### config.mk
export PLATFORM = sky130hd
export DESIGN_NAME = sha256_stream_hasher
export DESIGN_NICKNAME = d
export VERILOG_FILES = /design/src/rtl/sha_pkg.sv /design/src/rtl/sha_front.sv /design/src/rtl/sha_queue.sv /design/src/rtl/sha_back.sv /design/src/rtl/sha256_stream_hasher.sv
export SDC_FILE = /design/constraint.sdc
export NUM_CORES = 2
export LEC_CHECK = 0
export ABC_CLOCK_PERIOD_IN_PS = 13900
export BUFFER_PORTS_ARGS = -buffer_cell sky130_fd_sc_hd__buf_2
export CORE_MARGIN = 4
export CORE_UTILIZATION = 59
export CTS_CLUSTER_SIZE = 16
export DETAILED_ROUTE_END_ITERATION = 10
export PLACE_DENSITY = 0.77
export SLEW_MARGIN = 20
export SYNTH_ARGS = -nofsm -noshare
export SYNTH_HDL_FRONTEND = slang
export SYNTH_HIERARCHICAL = 1
export SYNTH_SLANG_ARGS = --single-unit
export TNS_END_PERCENT = 1
### constraint.sdc
create_clock -name clk_i -period 13.9 [get_ports clk_i]
set_input_delay 2.085 -clock clk_i [delete_from_list [all_inputs] [get_ports clk_i]]
set_output_delay 2.085 -clock clk_i [all_outputs]
set_load 0.1 [all_outputs]
### src/rtl/sha_pkg.sv
// sha_pkg: shared types, constants and round functions for the sha-256 stream hasher
// no dependencies; used by every module under rtl
package sha_pkg;

  typedef struct packed {
    logic [7:0] data_byte;
    logic       byte_valid;
    logic       end_of_message;
  } in_req_t;

  typedef struct packed {
    logic [31:0] digest_word;
    logic [2:0]  word_number;
    logic        last_word;
  } out_req_t;

  // one word-level request from the front to the back
  typedef enum logic [1:0] {
    CMD_WORD  = 2'd0,  // message word, block not yet full
    CMD_BLOCK = 2'd1,  // message word that closes a block
    CMD_FINAL = 2'd2   // word that closes the last block, then emit digest
  } cmd_e;

  typedef struct packed {
    cmd_e        cmd;
    logic [31:0] word;
  } word_req_t;

  typedef enum logic [1:0] {
    FS_IDLE = 2'd0,
    FS_PAD  = 2'd1
  } front_state_e;

  typedef enum logic [1:0] {
    BS_LOAD  = 2'd0,
    BS_ROUND = 2'd1,
    BS_ADD   = 2'd2,
    BS_EMIT  = 2'd3
  } back_state_e;

  localparam int unsigned QueueDepth = 4;
  localparam int unsigned QueueAw    = $clog2(QueueDepth);

  localparam logic [7:0] PadByte = 8'h80;

  localparam logic [31:0] InitH [8] = '{
    32'h6a09e667, 32'hbb67ae85, 32'h3c6ef372, 32'ha54ff53a,
    32'h510e527f, 32'h9b05688c, 32'h1f83d9ab, 32'h5be0cd19
  };

  localparam logic [31:0] RoundK [64] = '{
    32'h428a2f98, 32'h71374491, 32'hb5c0fbcf, 32'he9b5dba5,
    32'h3956c25b, 32'h59f111f1, 32'h923f82a4, 32'hab1c5ed5,
    32'hd807aa98, 32'h12835b01, 32'h243185be, 32'h550c7dc3,
    32'h72be5d74, 32'h80deb1fe, 32'h9bdc06a7, 32'hc19bf174,
    32'he49b69c1, 32'hefbe4786, 32'h0fc19dc6, 32'h240ca1cc,
    32'h2de92c6f, 32'h4a7484aa, 32'h5cb0a9dc, 32'h76f988da,
    32'h983e5152, 32'ha831c66d, 32'hb00327c8, 32'hbf597fc7,
    32'hc6e00bf3, 32'hd5a79147, 32'h06ca6351, 32'h14292967,
    32'h27b70a85, 32'h2e1b2138, 32'h4d2c6dfc, 32'h53380d13,
    32'h650a7354, 32'h766a0abb, 32'h81c2c92e, 32'h92722c85,
    32'ha2bfe8a1, 32'ha81a664b, 32'hc24b8b70, 32'hc76c51a3,
    32'hd192e819, 32'hd6990624, 32'hf40e3585, 32'h106aa070,
    32'h19a4c116, 32'h1e376c08, 32'h2748774c, 32'h34b0bcb5,
    32'h391c0cb3, 32'h4ed8aa4a, 32'h5b9cca4f, 32'h682e6ff3,
    32'h748f82ee, 32'h78a5636f, 32'h84c87814, 32'h8cc70208,
    32'h90befffa, 32'ha4506ceb, 32'hbef9a3f7, 32'hc67178f2
  };

  function automatic logic [31:0] rotr(input logic [31:0] x, input int unsigned n);
    rotr = (x >> n) | (x << (32 - n));
  endfunction

  function automatic logic [31:0] sig0(input logic [31:0] x);
    sig0 = rotr(x, 7) ^ rotr(x, 18) ^ (x >> 3);
  endfunction

  function automatic logic [31:0] sig1(input logic [31:0] x);
    sig1 = rotr(x, 17) ^ rotr(x, 19) ^ (x >> 10);
  endfunction

  function automatic logic [31:0] bsig0(input logic [31:0] x);
    bsig0 = rotr(x, 2) ^ rotr(x, 13) ^ rotr(x, 22);
  endfunction

  function automatic logic [31:0] bsig1(input logic [31:0] x);
    bsig1 = rotr(x, 6) ^ rotr(x, 11) ^ rotr(x, 25);
  endfunction

endpackage

### src/rtl/sha_front.sv
// sha_front: packs message bytes into 32-bit words, appends padding and length
// depends on sha_pkg
module sha_front (
  input  logic               clk_i,
  input  logic               rst_ni,
  input  logic               in_valid_i,
  output logic               in_ready_o,
  input  sha_pkg::in_req_t   in_data_i,
  output logic               wq_valid_o,
  input  logic               wq_ready_i,
  output sha_pkg::word_req_t wq_data_o
);

  sha_pkg::front_state_e state_q, state_d;
  logic [60:0] count_q, count_d;
  logic [23:0] part_q, part_d;
  logic [63:0] bits_q, bits_d;
  logic [3:0]  wpos_q, wpos_d;   // word slot in the padding pass
  logic        tail_q, tail_d;   // next pass word carries the tail bytes and pad
  logic        spill_q, spill_d; // no room for the length in the current block

  logic [1:0]  bpos;
  logic [3:0]  wslot;
  logic        have_byte;
  logic        word_done;
  logic [31:0] full_word;
  logic [31:0] tail_word;
  logic [60:0] count_inc;
  logic [60:0] msg_len;

  assign bpos      = count_q[1:0];
  assign wslot     = count_q[5:2];
  assign count_inc = count_q + 61'd1;
  assign have_byte = in_data_i.byte_valid;
  assign word_done = have_byte && (bpos == 2'd3);
  assign full_word = {part_q, in_data_i.data_byte};
  assign msg_len   = have_byte ? count_inc : count_q;

  // tail bytes of the message followed by the pad byte
  always_comb begin
    case (count_q[1:0])
      2'd0:    tail_word = {sha_pkg::PadByte, 24'h0};
      2'd1:    tail_word = {part_q[23:16], sha_pkg::PadByte, 16'h0};
      2'd2:    tail_word = {part_q[23:8], sha_pkg::PadByte, 8'h0};
      default: tail_word = {part_q, sha_pkg::PadByte};
    endcase
  end

  // front control: byte packing, then a word-by-word padding pass
  always_comb begin
    state_d    = state_q;
    count_d    = count_q;
    part_d     = part_q;
    bits_d     = bits_q;
    wpos_d     = wpos_q;
    tail_d     = tail_q;
    spill_d    = spill_q;
    in_ready_o = 1'b0;
    wq_valid_o = 1'b0;
    wq_data_o  = '{cmd: sha_pkg::CMD_WORD, word: full_word};
    case (state_q)
      sha_pkg::FS_IDLE: begin
        // a byte that completes a word needs a queue slot
        in_ready_o    = word_done ? wq_ready_i : 1'b1;
        wq_valid_o    = in_valid_i && word_done;
        wq_data_o.cmd = (wslot == 4'hf) ? sha_pkg::CMD_BLOCK : sha_pkg::CMD_WORD;
        if (in_valid_i && in_ready_o) begin
          if (have_byte) begin
            count_d = count_inc;
            case (bpos)
              2'd0: part_d = {in_data_i.data_byte, 16'h0};
              2'd1: part_d = {part_q[23:16], in_data_i.data_byte, 8'h0};
              2'd2: part_d = {part_q[23:8], in_data_i.data_byte};
              default: part_d = part_q;
            endcase
          end
          // end mark: the pass starts at the word that takes the pad byte
          if (in_data_i.end_of_message) begin
            state_d = sha_pkg::FS_PAD;
            count_d = msg_len;
            bits_d  = {msg_len, 3'b000};
            wpos_d  = msg_len[5:2];
            tail_d  = 1'b1;
            spill_d = (msg_len[5:2] >= 4'd14);
          end
        end
      end
      sha_pkg::FS_PAD: begin
        // first word of the pass holds the tail bytes and pad, later ones zero
        wq_valid_o     = 1'b1;
        wq_data_o.word = tail_q ? tail_word : 32'h0;
        wq_data_o.cmd  = (wpos_q == 4'hf) ? sha_pkg::CMD_BLOCK : sha_pkg::CMD_WORD;
        // length words go into slots 14 and 15 of the final block
        if (!spill_q && wpos_q == 4'd14) wq_data_o.word = bits_q[63:32];
        if (!spill_q && wpos_q == 4'hf) begin
          wq_data_o.word = bits_q[31:0];
          wq_data_o.cmd  = sha_pkg::CMD_FINAL;
        end
        if (wq_ready_i) begin
          tail_d = 1'b0;
          wpos_d = wpos_q + 4'd1;
          if (wpos_q == 4'hf) begin
            // spilled pad: one more block of zeros and length follows
            spill_d = 1'b0;
            if (!spill_q) begin
              state_d = sha_pkg::FS_IDLE;
              count_d = 61'h0;
            end
          end
        end
      end
      default: state_d = sha_pkg::FS_IDLE;
    endcase
  end

  always_ff @(posedge clk_i or negedge rst_ni) begin
    if (!rst_ni) begin
      state_q <= sha_pkg::FS_IDLE;
      count_q <= 61'h0;
      wpos_q  <= 4'h0;
      bits_q  <= 64'h0;
      tail_q  <= 1'b0;
      spill_q <= 1'b0;
      part_q  <= 24'h0;
    end else begin
      state_q <= state_d;
      count_q <= count_d;
      wpos_q  <= wpos_d;
      bits_q  <= bits_d;
      tail_q  <= tail_d;
      spill_q <= spill_d;
      part_q  <= part_d;
    end
  end

endmodule

### src/rtl/sha_queue.sv
// sha_queue: short word request queue between the front and the back
// depends on sha_pkg
module sha_queue (
  input  logic               clk_i,
  input  logic               rst_ni,
  input  logic               push_valid_i,
  output logic               push_ready_o,
  input  sha_pkg::word_req_t push_data_i,
  output logic               pop_valid_o,
  input  logic               pop_ready_i,
  output sha_pkg::word_req_t pop_data_o
);

  sha_pkg::word_req_t mem_q [sha_pkg::QueueDepth];
  logic [sha_pkg::QueueAw-1:0] wr_q, rd_q;
  logic [sha_pkg::QueueAw:0]   fill_q;
  logic push, pop;

  assign push_ready_o = (fill_q != (sha_pkg::QueueAw+1)'(sha_pkg::QueueDepth));
  assign pop_valid_o  = (fill_q != '0);
  assign pop_data_o   = mem_q[rd_q];
  assign push = push_valid_i && push_ready_o;
  assign pop  = pop_valid_o && pop_ready_i;

  // pointers and fill level
  always_ff @(posedge clk_i or negedge rst_ni) begin
    if (!rst_ni) begin
      wr_q   <= '0;
      rd_q   <= '0;
      fill_q <= '0;
    end else begin
      if (push) wr_q <= wr_q + 1'b1;
      if (pop)  rd_q <= rd_q + 1'b1;
      fill_q <= fill_q + (sha_pkg::QueueAw+1)'(push) - (sha_pkg::QueueAw+1)'(pop);
    end
  end

  always_ff @(posedge clk_i) begin
    if (push) mem_q[wr_q] <= push_data_i;
  end

endmodule

### src/rtl/sha_back.sv
// sha_back: message schedule, one round per cycle, chaining update and digest output
// depends on sha_pkg
module sha_back (
  input  logic               clk_i,
  input  logic               rst_ni,
  input  logic               wq_valid_i,
  output logic               wq_ready_o,
  input  sha_pkg::word_req_t wq_data_i,
  output logic               out_valid_o,
  input  logic               out_ready_i,
  output sha_pkg::out_req_t  out_data_o
);

  sha_pkg::back_state_e state_q, state_d;
  logic [31:0] w_q [16];
  logic [31:0] h_q [8];
  logic [31:0] v_q [8];
  logic [5:0]  rnd_q, rnd_d;
  logic        fin_q, fin_d;
  logic [2:0]  oidx_q, oidx_d;

  logic [31:0] w_cur, w_new, t1, t2, ch, maj;
  logic        load, do_round, do_add, emit;

  // schedule: the window shifts one word each round
  assign w_cur = w_q[0];
  assign w_new = sha_pkg::sig1(w_q[14]) + w_q[9] + sha_pkg::sig0(w_q[1]) + w_q[0];
  assign ch    = (v_q[4] & v_q[5]) ^ (~v_q[4] & v_q[6]);
  assign maj   = (v_q[0] & v_q[1]) ^ (v_q[0] & v_q[2]) ^ (v_q[1] & v_q[2]);
  assign t1    = v_q[7] + sha_pkg::bsig1(v_q[4]) + ch + sha_pkg::RoundK[rnd_q] + w_cur;
  assign t2    = sha_pkg::bsig0(v_q[0]) + maj;

  assign out_data_o = '{digest_word: h_q[oidx_q], word_number: oidx_q,
                        last_word: (oidx_q == 3'd7)};

  // control
  always_comb begin
    state_d    = state_q;
    rnd_d      = rnd_q;
    fin_d      = fin_q;
    oidx_d     = oidx_q;
    wq_ready_o = 1'b0;
    out_valid_o = 1'b0;
    load = 1'b0; do_round = 1'b0; do_add = 1'b0; emit = 1'b0;
    case (state_q)
      sha_pkg::BS_LOAD: begin
        wq_ready_o = 1'b1;
        if (wq_valid_i) begin
          load   = 1'b1;
          if (wq_data_i.cmd != sha_pkg::CMD_WORD) begin
            state_d = sha_pkg::BS_ROUND;
            rnd_d   = 6'd0;
            fin_d   = (wq_data_i.cmd == sha_pkg::CMD_FINAL);
          end
        end
      end
      sha_pkg::BS_ROUND: begin
        do_round = 1'b1;
        rnd_d = rnd_q + 6'd1;
        if (rnd_q == 6'd63) state_d = sha_pkg::BS_ADD;
      end
      sha_pkg::BS_ADD: begin
        do_add = 1'b1;
        oidx_d = 3'd0;
        state_d = fin_q ? sha_pkg::BS_EMIT : sha_pkg::BS_LOAD;
      end
      sha_pkg::BS_EMIT: begin
        out_valid_o = 1'b1;
        if (out_ready_i) begin
          oidx_d = oidx_q + 3'd1;
          if (oidx_q == 3'd7) begin
            emit = 1'b1;
            state_d = sha_pkg::BS_LOAD;
          end
        end
      end
      default: state_d = sha_pkg::BS_LOAD;
    endcase
  end

  always_ff @(posedge clk_i or negedge rst_ni) begin
    if (!rst_ni) begin
      state_q <= sha_pkg::BS_LOAD;
      rnd_q   <= 6'd0;
      fin_q   <= 1'b0;
      oidx_q  <= 3'd0;
      for (int i = 0; i < 8; i++) h_q[i] <= sha_pkg::InitH[i];
    end else begin
      state_q <= state_d;
      rnd_q   <= rnd_d;
      fin_q   <= fin_d;
      oidx_q  <= oidx_d;
      if (do_add) for (int i = 0; i < 8; i++) h_q[i] <= h_q[i] + v_q[i];
      if (emit)   for (int i = 0; i < 8; i++) h_q[i] <= sha_pkg::InitH[i];
    end
  end

  // datapath: word window and working variables
  always_ff @(posedge clk_i) begin
    if (load) begin
      for (int i = 0; i < 15; i++) w_q[i] <= w_q[i+1];
      w_q[15] <= wq_data_i.word;
      if (wq_data_i.cmd != sha_pkg::CMD_WORD) begin
        for (int i = 0; i < 8; i++) v_q[i] <= h_q[i];
      end
    end
    if (do_round) begin
      for (int i = 0; i < 15; i++) w_q[i] <= w_q[i+1];
      w_q[15] <= w_new;
      v_q[7] <= v_q[6]; v_q[6] <= v_q[5]; v_q[5] <= v_q[4];
      v_q[4] <= v_q[3] + t1;
      v_q[3] <= v_q[2]; v_q[2] <= v_q[1]; v_q[1] <= v_q[0];
      v_q[0] <= t1 + t2;
    end
  end

endmodule

### src/rtl/sha256_stream_hasher.sv
// sha256_stream_hasher: top level, front packer, word queue and compression back end
// depends on sha_pkg, sha_front, sha_queue, sha_back

// A byte request is taken while in_ready_o is high; every fourth byte pushes a
// word into a four-entry queue. The back end loads 16 words per block and then
// spends 64 rounds and one add on it in the single round unit; meanwhile the
// queue and the partial word absorb only 19 bytes, so a steady byte stream
// stalls. An end mark holds input off while the front pushes a padding pass of
// one or two blocks, one word per cycle while the queue has room, then eight
// digest words leave, one per accepted result.
module sha256_stream_hasher (
  input  logic              clk_i,
  input  logic              rst_ni,
  input  logic              in_valid_i,
  output logic              in_ready_o,
  input  sha_pkg::in_req_t  in_data_i,
  output logic              out_valid_o,
  input  logic              out_ready_i,
  output sha_pkg::out_req_t out_data_o
);

  logic fq_valid, fq_ready, bq_valid, bq_ready;
  sha_pkg::word_req_t fq_data, bq_data;

  sha_front u_front (
    .clk_i, .rst_ni, .in_valid_i, .in_ready_o, .in_data_i,
    .wq_valid_o(fq_valid), .wq_ready_i(fq_ready), .wq_data_o(fq_data)
  );

  sha_queue u_queue (
    .clk_i, .rst_ni,
    .push_valid_i(fq_valid), .push_ready_o(fq_ready), .push_data_i(fq_data),
    .pop_valid_o(bq_valid), .pop_ready_i(bq_ready), .pop_data_o(bq_data)
  );

  sha_back u_back (
    .clk_i, .rst_ni,
    .wq_valid_i(bq_valid), .wq_ready_o(bq_ready), .wq_data_i(bq_data),
    .out_valid_o, .out_ready_i, .out_data_o
  );

endmodule

==> parameters.txt <==
Parameter                              Value

Finish
  Most used cells in the layout excluding fill and tap cells ... sky130_fd_sc_hd__nand2_1 (1225), sky130_fd_sc_hd__edfxtp_1 (904), sky130_fd_sc_hd__a21oi_1 (521)
  ANT cells ... 0
  # nets final ... 8147
  Share of layout cells above drive strength 1 ... slightly below 9%
  Area added between synthesis and finish ... 7.92%
  Most common cell after layout, fill and taps aside ... sky130_fd_sc_hd__nand2_1

Synth
  Gate count of the mapped netlist ... about 7700
  Post-synthesis average cell area ... roughly 11 um^2
  Number of distinct standard cells referenced by the synthesized netlist ... 119
  Synth Register Bits ... roughly 1300
  Largest area contributor in the synthesized netlist ... sky130_fd_sc_hd__edfxtp_1
  Post-Synthesis Cell Area ... a little over 80000 um^2
  Seq/Total Area, Yosys ... a little under half
  Number of enable flip-flop cells after synthesis ... about 900
  Number of nets produced by synthesis ... 8267
  Yosys warning total ... 6
  Synth async-reset ratio ... 32.1%
  Most used flip-flop cell after synthesis ... sky130_fd_sc_hd__edfxtp_1
  Largest cells by area after synthesis ... sky130_fd_sc_hd__edfxtp_1 (34%), sky130_fd_sc_hd__dfrtp_1 (9.1%), sky130_fd_sc_hd__ha_1 (6.3%)
  Top cell type's share of synthesized area ... 33.7%

Timing
  Final hold viol count ... 0
  Worst Clk Skew ... between 0.05 and 0.06 ns
  Min cycle time layout ... between 10 and 15 ns
  Highest achievable clock rate ... ~95 MHz
  Final Max Tran Viols ... 0
  Setup-failing EPs final ... 0
  RSZ-0062 raised after global routing ... false
  Transition time at the pin with the least slew margin ... around 1.2 ns
  Post-Route Setup TNS ... 0 ns
  Relative slew margins ... between 10% and 20%
  Period utilisation layout ... approximately three quarters

Global route
  First-pass GRT wire length ... 362000 um
  Total gr overflow ... 0
  Largest net degree at the start of global routing ... between 200 and 250
  Initial antenna violation count ... 2
  Overall routing resource usage ... about a third
  Via count of the first global-routing pass ... approximately 58000

Place
  HPWL after DPL ... 173000 um
  Gp weighted congestion ... about 1.0
  Number of buffer cells added on primary ports ... between 50 and 60

Floorplanning
  Area of the core ... ~140000 um^2
  Number of top-level pins ... 52
  Die extent in x ... around 380 um
  Core Rows ... about 140
  Die ar. ... between 100000 and 150000 um^2
  Initial standard-cell utilization of the core ... between 50% and 60%
  Vertical extent of the die ... between 300 and 400 um

Routing
  Average detailed-routed wire length per instance ... roughly 26 um
  Via count ... about 61000
  Iteration count of the initial detailed-routing pass ... 6
  Routed Antenna Nets ... 0
  Post-detailed-route via-to-cell ratio ... around 6.5
  Iter 0 DRT Violations ... 7845
  Total length of routed wires ... about 240000 um
  DRC ... 0

Setup path
  Maximum net fanout on the critical path ... 23
  Startpoint-to-endpoint class of the critical path ... reg2reg
  Slowest cell on crit path ... sky130_fd_sc_hd__fa_1
  Arrival time of data at the critical path endpoint ... around 11 ns
  Slowest stage delay, CP ... between 0.5 and 0.6 ns
  Required time worst endpoint ... around 14 ns
  Type of origin of the critical path ... flip-flop
  Critical path capture point type ... flip-flop

Status
  Result of the run ... completed

Flow run
  Maxcap violations ... 0

CTS
  Skew-Pair Late Insertion Delay ... 0.81 ns
  Hold bufs inserted after CTS ... 0
  CTS Root Buffer Type ... sky130_fd_sc_hd__clkbuf_16
  Number of levels in the clock H-tree ... 4
  Post-CTS resize count ... 0
  Total number of clock tree sinks ... between 1000 and 1500
  Total clock buffers created by CTS ... about 140
  Number of buffers inserted to repair setup after CTS ... 0
  Clk buf depth ... 3
  TritonCTS clock tree ... built
  Worst-path clk slew ... around 0.07 ns

Hold path
  Kind of path behind the tightest hold check ... reg2reg
## metal layers
| metal | up-vias | global-route usage [%] | wire (um) |
|---|---|---|---|
| li1 | 27132 | - | - |
| met1 | 30139 | 48.6 | 98800 |
| met2 | 3452 | 50.0 | 106000 |
| met3 | 535 | 6.87 | 26000 |
| met4 | 0 | 14.1 | 11400 |
| met5 | - | 0 | 0 |
## worst paths after layout
path / startpoint / end / slack [ns] / depth (start not counted)
worst max-delay path: u_back/rnd_q[1] / u_back/v_q[0][30] / 3.42 / 39
worst min-delay path: u_back/w_q[0][251] / u_back/w_q[0][219] / 0.40 / 0
worst max register to register: u_back/rnd_q[1] / u_back/v_q[0][30] / 3.42 / 39
worst min register to register: u_back/w_q[0][251] / u_back/w_q[0][219] / 0.40 / 0
max in group asynchronous: rst_ni / u_back/rnd_q[2] / 10.62 / 3
min in group asynchronous: rst_ni / u_back/h_q[200] / 1.31 / 1
## layout make-up
class | instances | area [um^2]
fillers | 10466 | 48600
multi-input cells | 5549 | 39500
flip-flops and latches | 1332 | 38000
clock buffers | 197 | 3900
well taps | 1781 | 2230
inverters | 382 | 1440
clock inverters | 65 | 905
repair buffers | 126 | 882
## metrics by stage
step                      setup WS, ns  instances  hold slack (ns)  instance area [um^2]  utilization [%]
after floorplan                  0.654       7652            0.400                 80500                -
after global placement            3.59       9170            0.400                 82000             60.6
after detailed placement          3.53       9170            0.405                 82000             60.6
after CTS                         3.49       9432            0.390                 86800             64.1
after global routing              2.94       9432            0.394                 86900             64.1
final                             3.42       9432            0.397                 86900             64.1
## cell usage after synthesis (12+ instances only)
library cell,n
sky130_fd_sc_hd__nand4_1,56
sky130_fd_sc_hd__xnor2_1,383
sky130_fd_sc_hd__buf_1,41
sky130_fd_sc_hd__inv_1,376
sky130_fd_sc_hd__o21bai_1,48
sky130_fd_sc_hd__nand2b_1,87
sky130_fd_sc_hd__a211o_1,15
sky130_fd_sc_hd__nor2b_1,49
sky130_fd_sc_hd__o211ai_1,29
sky130_fd_sc_hd__nand3_1,133
sky130_fd_sc_hd__o21ai_0,478
sky130_fd_sc_hd__o22a_1,15
sky130_fd_sc_hd__a22o_1,12
sky130_fd_sc_hd__o22ai_1,14
sky130_fd_sc_hd__or4_1,24
sky130_fd_sc_hd__o311ai_0,14
sky130_fd_sc_hd__mux2i_1,32
sky130_fd_sc_hd__or3_1,48
sky130_fd_sc_hd__edfxtp_1,904
sky130_fd_sc_hd__clkbuf_1,316
sky130_fd_sc_hd__nor2_1,391
sky130_fd_sc_hd__nor4_1,36
sky130_fd_sc_hd__a211oi_1,38
sky130_fd_sc_hd__a221oi_1,12
sky130_fd_sc_hd__and2_1,30
sky130_fd_sc_hd__dfrtp_1,292
sky130_fd_sc_hd__nor3_1,82
sky130_fd_sc_hd__a22oi_1,43
sky130_fd_sc_hd__a21o_1,213
sky130_fd_sc_hd__and3_1,49
sky130_fd_sc_hd__xor2_1,235
sky130_fd_sc_hd__mux4_2,102
sky130_fd_sc_hd__nand2_1,1229
sky130_fd_sc_hd__o21a_1,50
sky130_fd_sc_hd__a31oi_1,78
sky130_fd_sc_hd__a311oi_1,17
sky130_fd_sc_hd__fa_1,196
sky130_fd_sc_hd__ha_1,405
sky130_fd_sc_hd__mux2_2,22
sky130_fd_sc_hd__dfstp_2,136
sky130_fd_sc_hd__a21oi_1,521
sky130_fd_sc_hd__o31ai_1,53
sky130_fd_sc_hd__o21ai_1,82
sky130_fd_sc_hd__buf_2,14
## sequential cells by signal, indices dropped and copies added (netlist names), 4 cells and up
signal,count
u_queue/mem_q,136
u_front/part_q,24
u_back/w_q,512
u_front/bits_q,61
u_back/h_q,256
u_front/count_q,61
u_back/v_q,256
u_front/wpos_q,4
u_back/rnd_q,6
## logic make-up after synthesis
kind of cell	after synthesis	synth area share (%)
compound gates	1878	14.5
xor+xnor	619	6.75
fa+ha+maj	605	11.2
buf+inv	771	3.85
flops	1332	47.2
mux	163	3.77
simple gates	2284	12.6
## critical path: cells and delay by family (launching register included)
kind / cells / cell delay (ns)
flip-flops: 1 / 0.32
adder cells (fa/ha/maj): 8 / 3.14
buffers and inverters: 8 / 1.35
XOR/XNOR: 2 / 0.62
AO/OA/AOI/OAI: 13 / 2.66
AND/OR/NAND/NOR: 7 / 1.59
multiplexers: 1 / 0.49
Power is not shown: default switching activity piles up to over one toggle a cycle in this logic, so the estimate is an artifact.
